==> src/design/lkv_pkg.sv <==
package lkv_pkg;

	localparam int DEF_ENTRIES = 16;

	localparam int CAP_W = 5;
	localparam logic [CAP_W-1:0] CAP_RESET = 5'd16;

	localparam int APB_AW = 3;
	localparam int APB_DW = 32;

	// register index, decoded from paddr[2]
	localparam logic REG_CAPACITY = 1'b0;

	localparam logic KIND_PUT = 1'b0;
	localparam logic KIND_GET = 1'b1;

	typedef struct packed {
		logic               kind;
		logic signed [31:0] key;
		logic signed [31:0] value;
	} req_t;

	typedef struct packed {
		logic               hit;
		logic signed [31:0] read_value;
	} rsp_t;

	typedef struct packed {
		logic load_in;
		logic lookup;
		logic commit;
		logic load_out;
	} cmd_t;

	typedef struct packed {
		logic is_get;
	} sts_t;

endpackage

==> src/design/lkv_ctrl.sv <==
module lkv_ctrl (
	input  logic          clk,
	input  logic          arst_n,
	input  logic          in_valid,
	output logic          in_stall,
	output logic          out_valid,
	input  logic          out_stall,
	input  lkv_pkg::sts_t sts,
	output lkv_pkg::cmd_t cmd
);
	import lkv_pkg::*;

	typedef enum logic [2:0] {
		ST_IDLE = 3'b001,
		ST_LOOK = 3'b010,
		ST_UPD  = 3'b100
	} state_t;

	state_t state_q;
	state_t state_nxt;
	logic   out_valid_q;
	logic   done_ok;
	logic   accept;

	// a get may not overwrite a result that is still held
	assign done_ok  = !(sts.is_get && out_valid_q && out_stall);
	assign in_stall = !((state_q == ST_IDLE) || ((state_q == ST_UPD) && done_ok));
	assign accept   = in_valid && !in_stall;

	always_comb begin
		cmd.load_in  = accept;
		cmd.lookup   = (state_q == ST_LOOK);
		cmd.commit   = (state_q == ST_UPD) && done_ok;
		cmd.load_out = (state_q == ST_UPD) && done_ok && sts.is_get;
	end

	always_comb begin
		state_nxt = state_q;
		case (state_q)
			ST_IDLE: begin
				if (accept) state_nxt = ST_LOOK;
			end
			ST_LOOK: begin
				state_nxt = ST_UPD;
			end
			ST_UPD: begin
				if (done_ok) state_nxt = accept ? ST_LOOK : ST_IDLE;
			end
			default: begin
				state_nxt = ST_IDLE;
			end
		endcase
	end

	always_ff @(posedge clk or negedge arst_n) begin
		if (!arst_n) begin
			state_q     <= ST_IDLE;
			out_valid_q <= 1'b0;
		end else begin
			state_q <= state_nxt;
			if (cmd.load_out) begin
				out_valid_q <= 1'b1;
			end else if (!out_stall) begin
				out_valid_q <= 1'b0;
			end
		end
	end

	assign out_valid = out_valid_q;

	a_onehot_state: assert property (@(posedge clk) disable iff (!arst_n)
		$onehot(state_q))
		else $error("state register not one-hot");

	a_no_overwrite: assert property (@(posedge clk) disable iff (!arst_n)
		cmd.load_out |-> !(out_valid_q && out_stall))
		else $error("held result overwritten");

	a_accept_to_look: assert property (@(posedge clk) disable iff (!arst_n)
		accept |=> (state_q == ST_LOOK))
		else $error("accepted transaction not looked up");

	a_look_to_upd: assert property (@(posedge clk) disable iff (!arst_n)
		(state_q == ST_LOOK) |=> (state_q == ST_UPD))
		else $error("lookup not followed by update");

endmodule

==> src/design/lkv_dp.sv <==
module lkv_dp #(
	parameter int ENTRIES = lkv_pkg::DEF_ENTRIES
) (
	input  logic                       clk,
	input  logic                       arst_n,
	input  lkv_pkg::req_t              in_data,
	input  logic [$clog2(ENTRIES)-1:0] cap_m1,
	input  lkv_pkg::cmd_t              cmd,
	output lkv_pkg::sts_t              sts,
	output lkv_pkg::rsp_t              out_data
);
	import lkv_pkg::*;

	localparam int RW = $clog2(ENTRIES);
	localparam int CW = $clog2(ENTRIES + 1);

	req_t                in_q;
	logic [31:0]         key_q   [ENTRIES];
	logic [31:0]         val_q   [ENTRIES];
	logic [RW-1:0]       rank_q  [ENTRIES];
	logic [ENTRIES-1:0]  valid_q;
	logic [CW-1:0]       count_q;
	rsp_t                out_q;

	logic [ENTRIES-1:0]  match;
	logic [ENTRIES-1:0]  kill;
	logic                hit;
	logic                over;
	logic [RW-1:0]       hit_rank;
	logic [31:0]         rd_val;

	logic [ENTRIES-1:0]  match_s1;
	logic [ENTRIES-1:0]  kill_s1;
	logic                hit_s1;
	logic                over_s1;
	logic [RW-1:0]       hit_rank_s1;
	logic [31:0]         rd_val_s1;

	logic [ENTRIES-1:0]  remain;
	logic [ENTRIES-1:0]  free_oh;
	logic                insert;
	logic                is_put;

	assign sts.is_get = (in_q.kind == KIND_GET);
	assign is_put     = (in_q.kind == KIND_PUT);

	// compare all entries at once; mark what an insert would evict
	always_comb begin
		over     = count_q > CW'(cap_m1);
		hit_rank = '0;
		rd_val   = '0;
		for (int i = 0; i < ENTRIES; i++) begin
			match[i] = valid_q[i] && (key_q[i] == in_q.key);
			kill[i]  = over && valid_q[i] && (rank_q[i] >= cap_m1);
			hit_rank = hit_rank | (match[i] ? rank_q[i] : '0);
			rd_val   = rd_val | (match[i] ? val_q[i] : '0);
		end
		hit = |match;
	end

	always_ff @(posedge clk) begin
		if (cmd.load_in) begin
			in_q <= in_data;
		end
		if (cmd.lookup) begin
			match_s1    <= match;
			kill_s1     <= kill;
			hit_s1      <= hit;
			over_s1     <= over;
			hit_rank_s1 <= hit_rank;
			rd_val_s1   <= rd_val;
		end
		if (cmd.load_out) begin
			out_q.hit        <= hit_s1;
			out_q.read_value <= rd_val_s1;
		end
	end

	// lowest free slot after eviction
	assign remain  = valid_q & ~kill_s1;
	assign free_oh = ~remain & (remain + ENTRIES'(1));
	assign insert  = !hit_s1 && is_put;

	always_ff @(posedge clk) begin
		for (int i = 0; i < ENTRIES; i++) begin
			if (cmd.commit) begin
				if (hit_s1) begin
					if (match_s1[i]) begin
						rank_q[i] <= '0;
						if (is_put) val_q[i] <= in_q.value;
					end else if (valid_q[i] && (rank_q[i] < hit_rank_s1)) begin
						rank_q[i] <= RW'(rank_q[i] + 1'b1);
					end
				end else if (insert) begin
					if (free_oh[i]) begin
						key_q[i]  <= in_q.key;
						val_q[i]  <= in_q.value;
						rank_q[i] <= '0;
					end else if (remain[i]) begin
						rank_q[i] <= RW'(rank_q[i] + 1'b1);
					end
				end
			end
		end
	end

	always_ff @(posedge clk or negedge arst_n) begin
		if (!arst_n) begin
			valid_q <= '0;
			count_q <= '0;
		end else if (cmd.commit && insert) begin
			valid_q <= remain | free_oh;
			count_q <= over_s1 ? CW'(CW'(cap_m1) + CW'(1)) : CW'(count_q + CW'(1));
		end
	end

	assign out_data = out_q;

endmodule

==> src/design/lru_key_value_cache_unit.sv <==
// Channel | Direction | Handshake           | Payload
// in      | input     | in_valid / in_stall   | in_data (kind, key, value)
// out     | output    | out_valid / out_stall | out_data (hit, read_value)
// apb     | input     | psel/penable/pready  | paddr, pwdata, prdata (capacity)
//
// A transaction has a lookup step that compares the key against every entry
// in parallel, then an update step for values and recency ranks. A new transaction is
// accepted in the update cycle of the previous one.
// Reset clears the valid bits and entry count and sets capacity to 16.
// A get waits in its update cycle while an earlier result is still held.
// A put produces no result and never waits on the output side.
module lru_key_value_cache_unit #(
	parameter int ENTRIES = lkv_pkg::DEF_ENTRIES
) (
	input  logic                        clk,
	input  logic                        arst_n,
	input  logic                        in_valid,
	output logic                        in_stall,
	input  lkv_pkg::req_t               in_data,
	output logic                        out_valid,
	input  logic                        out_stall,
	output lkv_pkg::rsp_t               out_data,
	input  logic                        psel,
	input  logic                        penable,
	input  logic                        pwrite,
	input  logic [lkv_pkg::APB_AW-1:0]  paddr,
	input  logic [lkv_pkg::APB_DW-1:0]  pwdata,
	output logic [lkv_pkg::APB_DW-1:0]  prdata,
	output logic                        pready
);
	import lkv_pkg::*;

	localparam int RW = $clog2(ENTRIES);

	logic [CAP_W-1:0] cap_q;
	logic [RW-1:0]    cap_m1;
	logic             reg_sel;
	cmd_t             cmd;
	sts_t             sts;

	assign pready  = 1'b1;
	assign reg_sel = (paddr[2] == REG_CAPACITY);

	always_ff @(posedge clk or negedge arst_n) begin
		if (!arst_n) begin
			cap_q <= CAP_RESET;
		end else if (psel && penable && pwrite && pready && reg_sel) begin
			cap_q <= pwdata[CAP_W-1:0];
		end
	end

	assign prdata = reg_sel ? APB_DW'(cap_q) : '0;

	// effective capacity minus one: zero acts as one, clamp at ENTRIES
	always_comb begin
		if (cap_q == '0) begin
			cap_m1 = '0;
		end else if (32'(cap_q) >= ENTRIES) begin
			cap_m1 = RW'(ENTRIES - 1);
		end else begin
			cap_m1 = RW'(cap_q - 1'b1);
		end
	end

	lkv_ctrl u_ctrl (
		.clk       (clk),
		.arst_n    (arst_n),
		.in_valid  (in_valid),
		.in_stall  (in_stall),
		.out_valid (out_valid),
		.out_stall (out_stall),
		.sts       (sts),
		.cmd       (cmd)
	);

	lkv_dp #(
		.ENTRIES (ENTRIES)
	) u_dp (
		.clk      (clk),
		.arst_n   (arst_n),
		.in_data  (in_data),
		.cap_m1   (cap_m1),
		.cmd      (cmd),
		.sts      (sts),
		.out_data (out_data)
	);

endmodule
==> config.mk <==
export PLATFORM = sky130hd
export DESIGN_NAME = lru_key_value_cache_unit
export DESIGN_NICKNAME = d
export VERILOG_FILES = /design/src/design/lkv_pkg.sv /design/src/design/lkv_ctrl.sv /design/src/design/lkv_dp.sv /design/src/design/lru_key_value_cache_unit.sv
export SDC_FILE = /design/constraint.sdc
export NUM_CORES = 2
export LEC_CHECK = 0
export ABC_CLOCK_PERIOD_IN_PS = 11000
export BUFFER_PORTS_ARGS = -buffer_cell sky130_fd_sc_hd__buf_2
export CAP_MARGIN = 10
export CORE_ASPECT_RATIO = 1.5
export CORE_MARGIN = 8
export CORE_UTILIZATION = 50
export CTS_BUF_LIST = sky130_fd_sc_hd__clkbuf_4
export DETAILED_ROUTE_END_ITERATION = 10
export GPL_TIMING_DRIVEN = 0
export PLACE_DENSITY = 0.66
export SETUP_SLACK_MARGIN = 0.2
export SLEW_MARGIN = 0
export SYNTH_ARGS = -nofsm -noshare
export SYNTH_HDL_FRONTEND = slang
export SYNTH_HIERARCHICAL = 1
export SYNTH_SLANG_ARGS = --single-unit
==> constraint.sdc <==
create_clock -name clk -period 11 [get_ports clk]
set_input_delay 2.75 -clock clk [delete_from_list [all_inputs] [get_ports clk]]
set_output_delay 2.75 -clock clk [all_outputs]
set_load 0.02 [all_outputs]
==> impl_metrics.yaml <==
finish:
  layout.filler_cells: 9846
  most_common_library_cell_in_the_layout_ignoring_fill_and_taps: "sky130_fd_sc_hd__edfxtp_1"
  final-seq-area_mm2: 0.0385
  layout-drive-gt1-share_pct: 18.1
  highest_count_cells_in_the_layout_ignoring_fill_and_taps: "1256 x sky130_fd_sc_hd__edfxtp_1, 541 x sky130_fd_sc_hd__nand4_1, 490 x sky130_fd_sc_hd__xnor2_1"
  area_growth_syn_to_layout_pct: 13.5
  stdcell_area_mm2: 0.0668
  final_net_count: 5120
  multi_input_combinational_cell_area_mm2: 0.0184
  layout.core_utilization_pct: 57.0
floorplan:
  core_area_mm2: 0.117
  area_of_the_die_mm2: 0.129
  io-pin-count: 175
  core.rowCount: 154
  fp.dieW_um: 296
  floorplan.initialDensity_pct: 50.2
  dieHeight_um: 436
critical_path:
  max_fanout_on_critical_path: 3
  start_kind: "input port"
  setup.worst_path.end_class: "output pin"
  cp.required_ns: 8.25
  timing.critical_path.arrival_ns: 3.44
  timing.critical_path.to: "in_stall"
  timing.rr.end: "u_dp/rd_val_s1[25]"
  number_of_cells_on_the_worst_reg_to_reg_path: 10
  worstReg2RegStart: "u_dp/in_q[41]"
  critPathLaunch: "out_stall"
  rrSetupSlack_ns: 5.72
  worst-setup-path-type: "input port to output pin"
logic_synthesis:
  syn-mean-instance-area_um2: 13.6
  synthCells: 4328
  async_flop_share_pct: 2.33
  yosysUniqueCellTypes: 67
  postSynth.topFlopCell: "sky130_fd_sc_hd__edfxtp_1"
  syn_area_mm2: 0.0589
  ys_seq_area_share_pct: 65.4
  synth-edff-count: 1256
  synth-seq-cells: 1286
  synth_warnings: 6
detailed_routing:
  drt_first_pass_iters: 8
  drc: 0
  antenna_violating_nets_post_route: 0
  avgViaCountPerCell: 6.27
  detail_route.wl_per_cell_um: 33.0
  drt_wl_total_um: 220000
  first_iter_violations: 5085
  via_count: 41800
clock_network:
  cts_resized: 0
  cts_tree: "built"
  cts.clk_slew.worst_paths_ns: 0.07
  clk_root_buffer_cell: "sky130_fd_sc_hd__clkbuf_4"
  ctsHoldBuffers: 0
  cts_sinks: 1286
  skew_pair_late_insertion_delay_ns: 1.35
  numCtsBuffers: 332
  setup_bufs_post_cts: 0
  maximum_number_of_buffers_from_clock_root_to_sink: 4
  htree_levels: 5
sta:
  worst_hold_slack_ns: 0.414
  post-route-period-util_pct: 56.3
  max_freq_mhz: 162
  setup_slack_ns: 4.81
  setup_viol_count_final: 0
  maxSlewHeadroom_pct: 0.820
  final-max-slew-violation-count: 0
  skew_ns: 0.126
  min_period_ns: 6.19
  worstMarginPinSlew_ns: 1.47
  grt_setup_unrepaired: "no"
  finalHoldViolCount: 0
global_routing:
  grtUsageTotal_pct: 33.4
  global_route_wire_length_before_repair_um: 302000
  antenna_found_initial: 7
  maximum_number_of_pins_on_one_net_before_global_route_repair: 66
  total_congestion_overflow_after_global_routing: 0
  first_global_vias: 41200
place:
  detailedPlace.worstSlack_ns: 3.96
  placed_area_mm2: 0.0628
  place.port_buffers: 117
  detailed_place_hpwl_um: 152000
  globalplace.congestion: 1.01
outcome:
  status: "complete, but fails checks"
  violations: "capacitance limit"
power:
  leakagePower_nw: 22.9
  power_density_of_the_placed_cells_mw_per_mm2: 176
  ir_drop_mv: 0.134
min_path:
  hp-class: "register to register"
job:
  drv_cap: 1
-- cell type report --
class	count	share of cell area, %
Inverter	175	0.983
Clock inverter	65	0.489
Clock buffer	474	5.33
Antenna cell	17	0.0637
Multi-Input combinational cell	2600	27.5
Sequential cell	1286	57.6
Buffer	293	2.59
Timing Repair Buffer	190	2.59
Tap cell	1560	2.92
-- worst min-delay path by stage --
stage                             startpoint                end  slack [ns]  cells past startpoint
final                     u_dp/rd_val_s1[28]  u_dp/out_data[28]        0.41                      0
after global routing      u_dp/rd_val_s1[29]  u_dp/out_data[29]        0.42                      0
after CTS                 u_dp/rd_val_s1[29]  u_dp/out_data[29]        0.42                      0
after detailed placement  u_dp/rd_val_s1[22]  u_dp/out_data[22]        0.40                      0
after global placement    u_dp/rd_val_s1[19]  u_dp/out_data[19]        0.40                      0
after floorplan            u_dp/rd_val_s1[0]   u_dp/out_data[0]        0.40                      0
-- routing by layer --
metal | vias up | GRT usage (%) | share of wire [%]
li1 | 17500 | - | -
met1 | 20500 | 35.9 | 33
met2 | 2905 | 54.5 | 48
met3 | 914 | 9.28 | 9.6
met4 | 4 | 27.2 | 9.9
met5 | - | 0.0381 | 0.0091
-- sequential cells by signal (all words and copies together) (netlist names) --
register and count:
u_ctrl/state_q 3, u_dp/out_data 33, u_dp/over_s1 1, u_dp/key_q 512
u_dp/valid_q 16, u_dp/match_s1 16, cap_q 5, u_dp/count_q 5
u_dp/kill_s1 16, u_dp/hit_rank_s1 4, u_dp/val_q 512, u_dp/in_q 64
u_dp/rank_q 64, u_dp/hit_s1 1, u_dp/sts 1, u_dp/rd_val_s1 32
u_ctrl/out_valid 1
-- critical path, cell delays in order --
cell and delay [ns]:
sky130_fd_sc_hd__buf_2 0.10, sky130_fd_sc_hd__nand3_1 0.11, sky130_fd_sc_hd__a21oi_2 0.20, sky130_fd_sc_hd__or2_1 0.13, sky130_fd_sc_hd__buf_2 0.16
-- cells by family (layout without fill, tap and decap cells) --
logic type	Yosys count	after routing	share of synthesized area, %
xor gates and xnor gates	521	521	7.75
buffers and inverters	468	1197	4.05
AOI/OAI and AO/OA	339	339	4.35
other	2	45	0.0128
DFF	1286	1286	65.4
and+or+nand+nor	1570	1570	15.5
muxes	7	7	0.134
adders and majority gates	135	135	2.87
-- cells in the mapped netlist, types with 5 or more instances --
| library cell | number | share of area [%] |
|---|---|---|
| sky130_fd_sc_hd__edfxtp_1 | 1256 | 64 |
| sky130_fd_sc_hd__nand4_1 | 541 | 5.7 |
| sky130_fd_sc_hd__xnor2_1 | 490 | 7.3 |
| sky130_fd_sc_hd__nor2_1 | 233 | 1.5 |
| sky130_fd_sc_hd__and2_1 | 222 | 2.4 |
| sky130_fd_sc_hd__inv_1 | 171 | 1.1 |
| sky130_fd_sc_hd__nand2_1 | 168 | 1.1 |
| sky130_fd_sc_hd__o2111ai_1 | 147 | 2.2 |
| sky130_fd_sc_hd__ha_1 | 135 | 2.9 |
| sky130_fd_sc_hd__clkbuf_1 | 126 | 0.80 |
| sky130_fd_sc_hd__nand3_1 | 102 | 0.87 |
| sky130_fd_sc_hd__and2_0 | 70 | 0.74 |
| sky130_fd_sc_hd__buf_4 | 60 | 0.77 |
| sky130_fd_sc_hd__buf_2 | 54 | 0.46 |
| sky130_fd_sc_hd__nor2b_1 | 54 | 0.57 |
| sky130_fd_sc_hd__a21o_1 | 43 | 0.55 |
| sky130_fd_sc_hd__nand2b_1 | 39 | 0.41 |
| sky130_fd_sc_hd__or4_1 | 37 | 0.47 |
| sky130_fd_sc_hd__a21oi_1 | 32 | 0.27 |
| sky130_fd_sc_hd__buf_6 | 32 | 0.61 |
| sky130_fd_sc_hd__o21ai_0 | 31 | 0.26 |
| sky130_fd_sc_hd__xor2_1 | 31 | 0.46 |
| sky130_fd_sc_hd__dfrtp_1 | 28 | 1.2 |
| sky130_fd_sc_hd__and3_1 | 18 | 0.19 |
| sky130_fd_sc_hd__o21ai_1 | 18 | 0.15 |
| sky130_fd_sc_hd__a22oi_1 | 17 | 0.22 |
| sky130_fd_sc_hd__buf_1 | 13 | 0.083 |
| sky130_fd_sc_hd__nor4_4 | 12 | 0.43 |
| sky130_fd_sc_hd__o21a_1 | 12 | 0.15 |
| sky130_fd_sc_hd__a21boi_0 | 11 | 0.14 |
| sky130_fd_sc_hd__nor3_1 | 11 | 0.094 |
| sky130_fd_sc_hd__nor4b_1 | 11 | 0.16 |
| sky130_fd_sc_hd__nor4_1 | 9 | 0.096 |
| sky130_fd_sc_hd__buf_8 | 7 | 0.18 |
| sky130_fd_sc_hd__mux2_2 | 7 | 0.13 |
| sky130_fd_sc_hd__nor3b_1 | 6 | 0.077 |
| sky130_fd_sc_hd__o221ai_1 | 6 | 0.089 |
| sky130_fd_sc_hd__and4_1 | 5 | 0.074 |
| sky130_fd_sc_hd__nor4_2 | 5 | 0.11 |
-- power by group --
group | switching, mW | internal, mW
sequential | 0.420 | 5.73
combinational | 1.08 | 0.580
clock | 1.95 | 2.03
total | 3.45 | 8.33
-- through the flow --
step | TNS, ns | cells | power (mW)
4_1_cts | 0 | 6639 | 11.8
3_3_place_gp | -9.98 | 6031 | 7.83
5_1_grt | 0 | 6653 | 12.2
2_1_floorplan | 0 | 4354 | 7.01
6_report | 0 | 6660 | 11.8
3_5_place_dp | 0 | 6100 | 7.87
No activity file was read; power rests on OpenSTA's default activity.
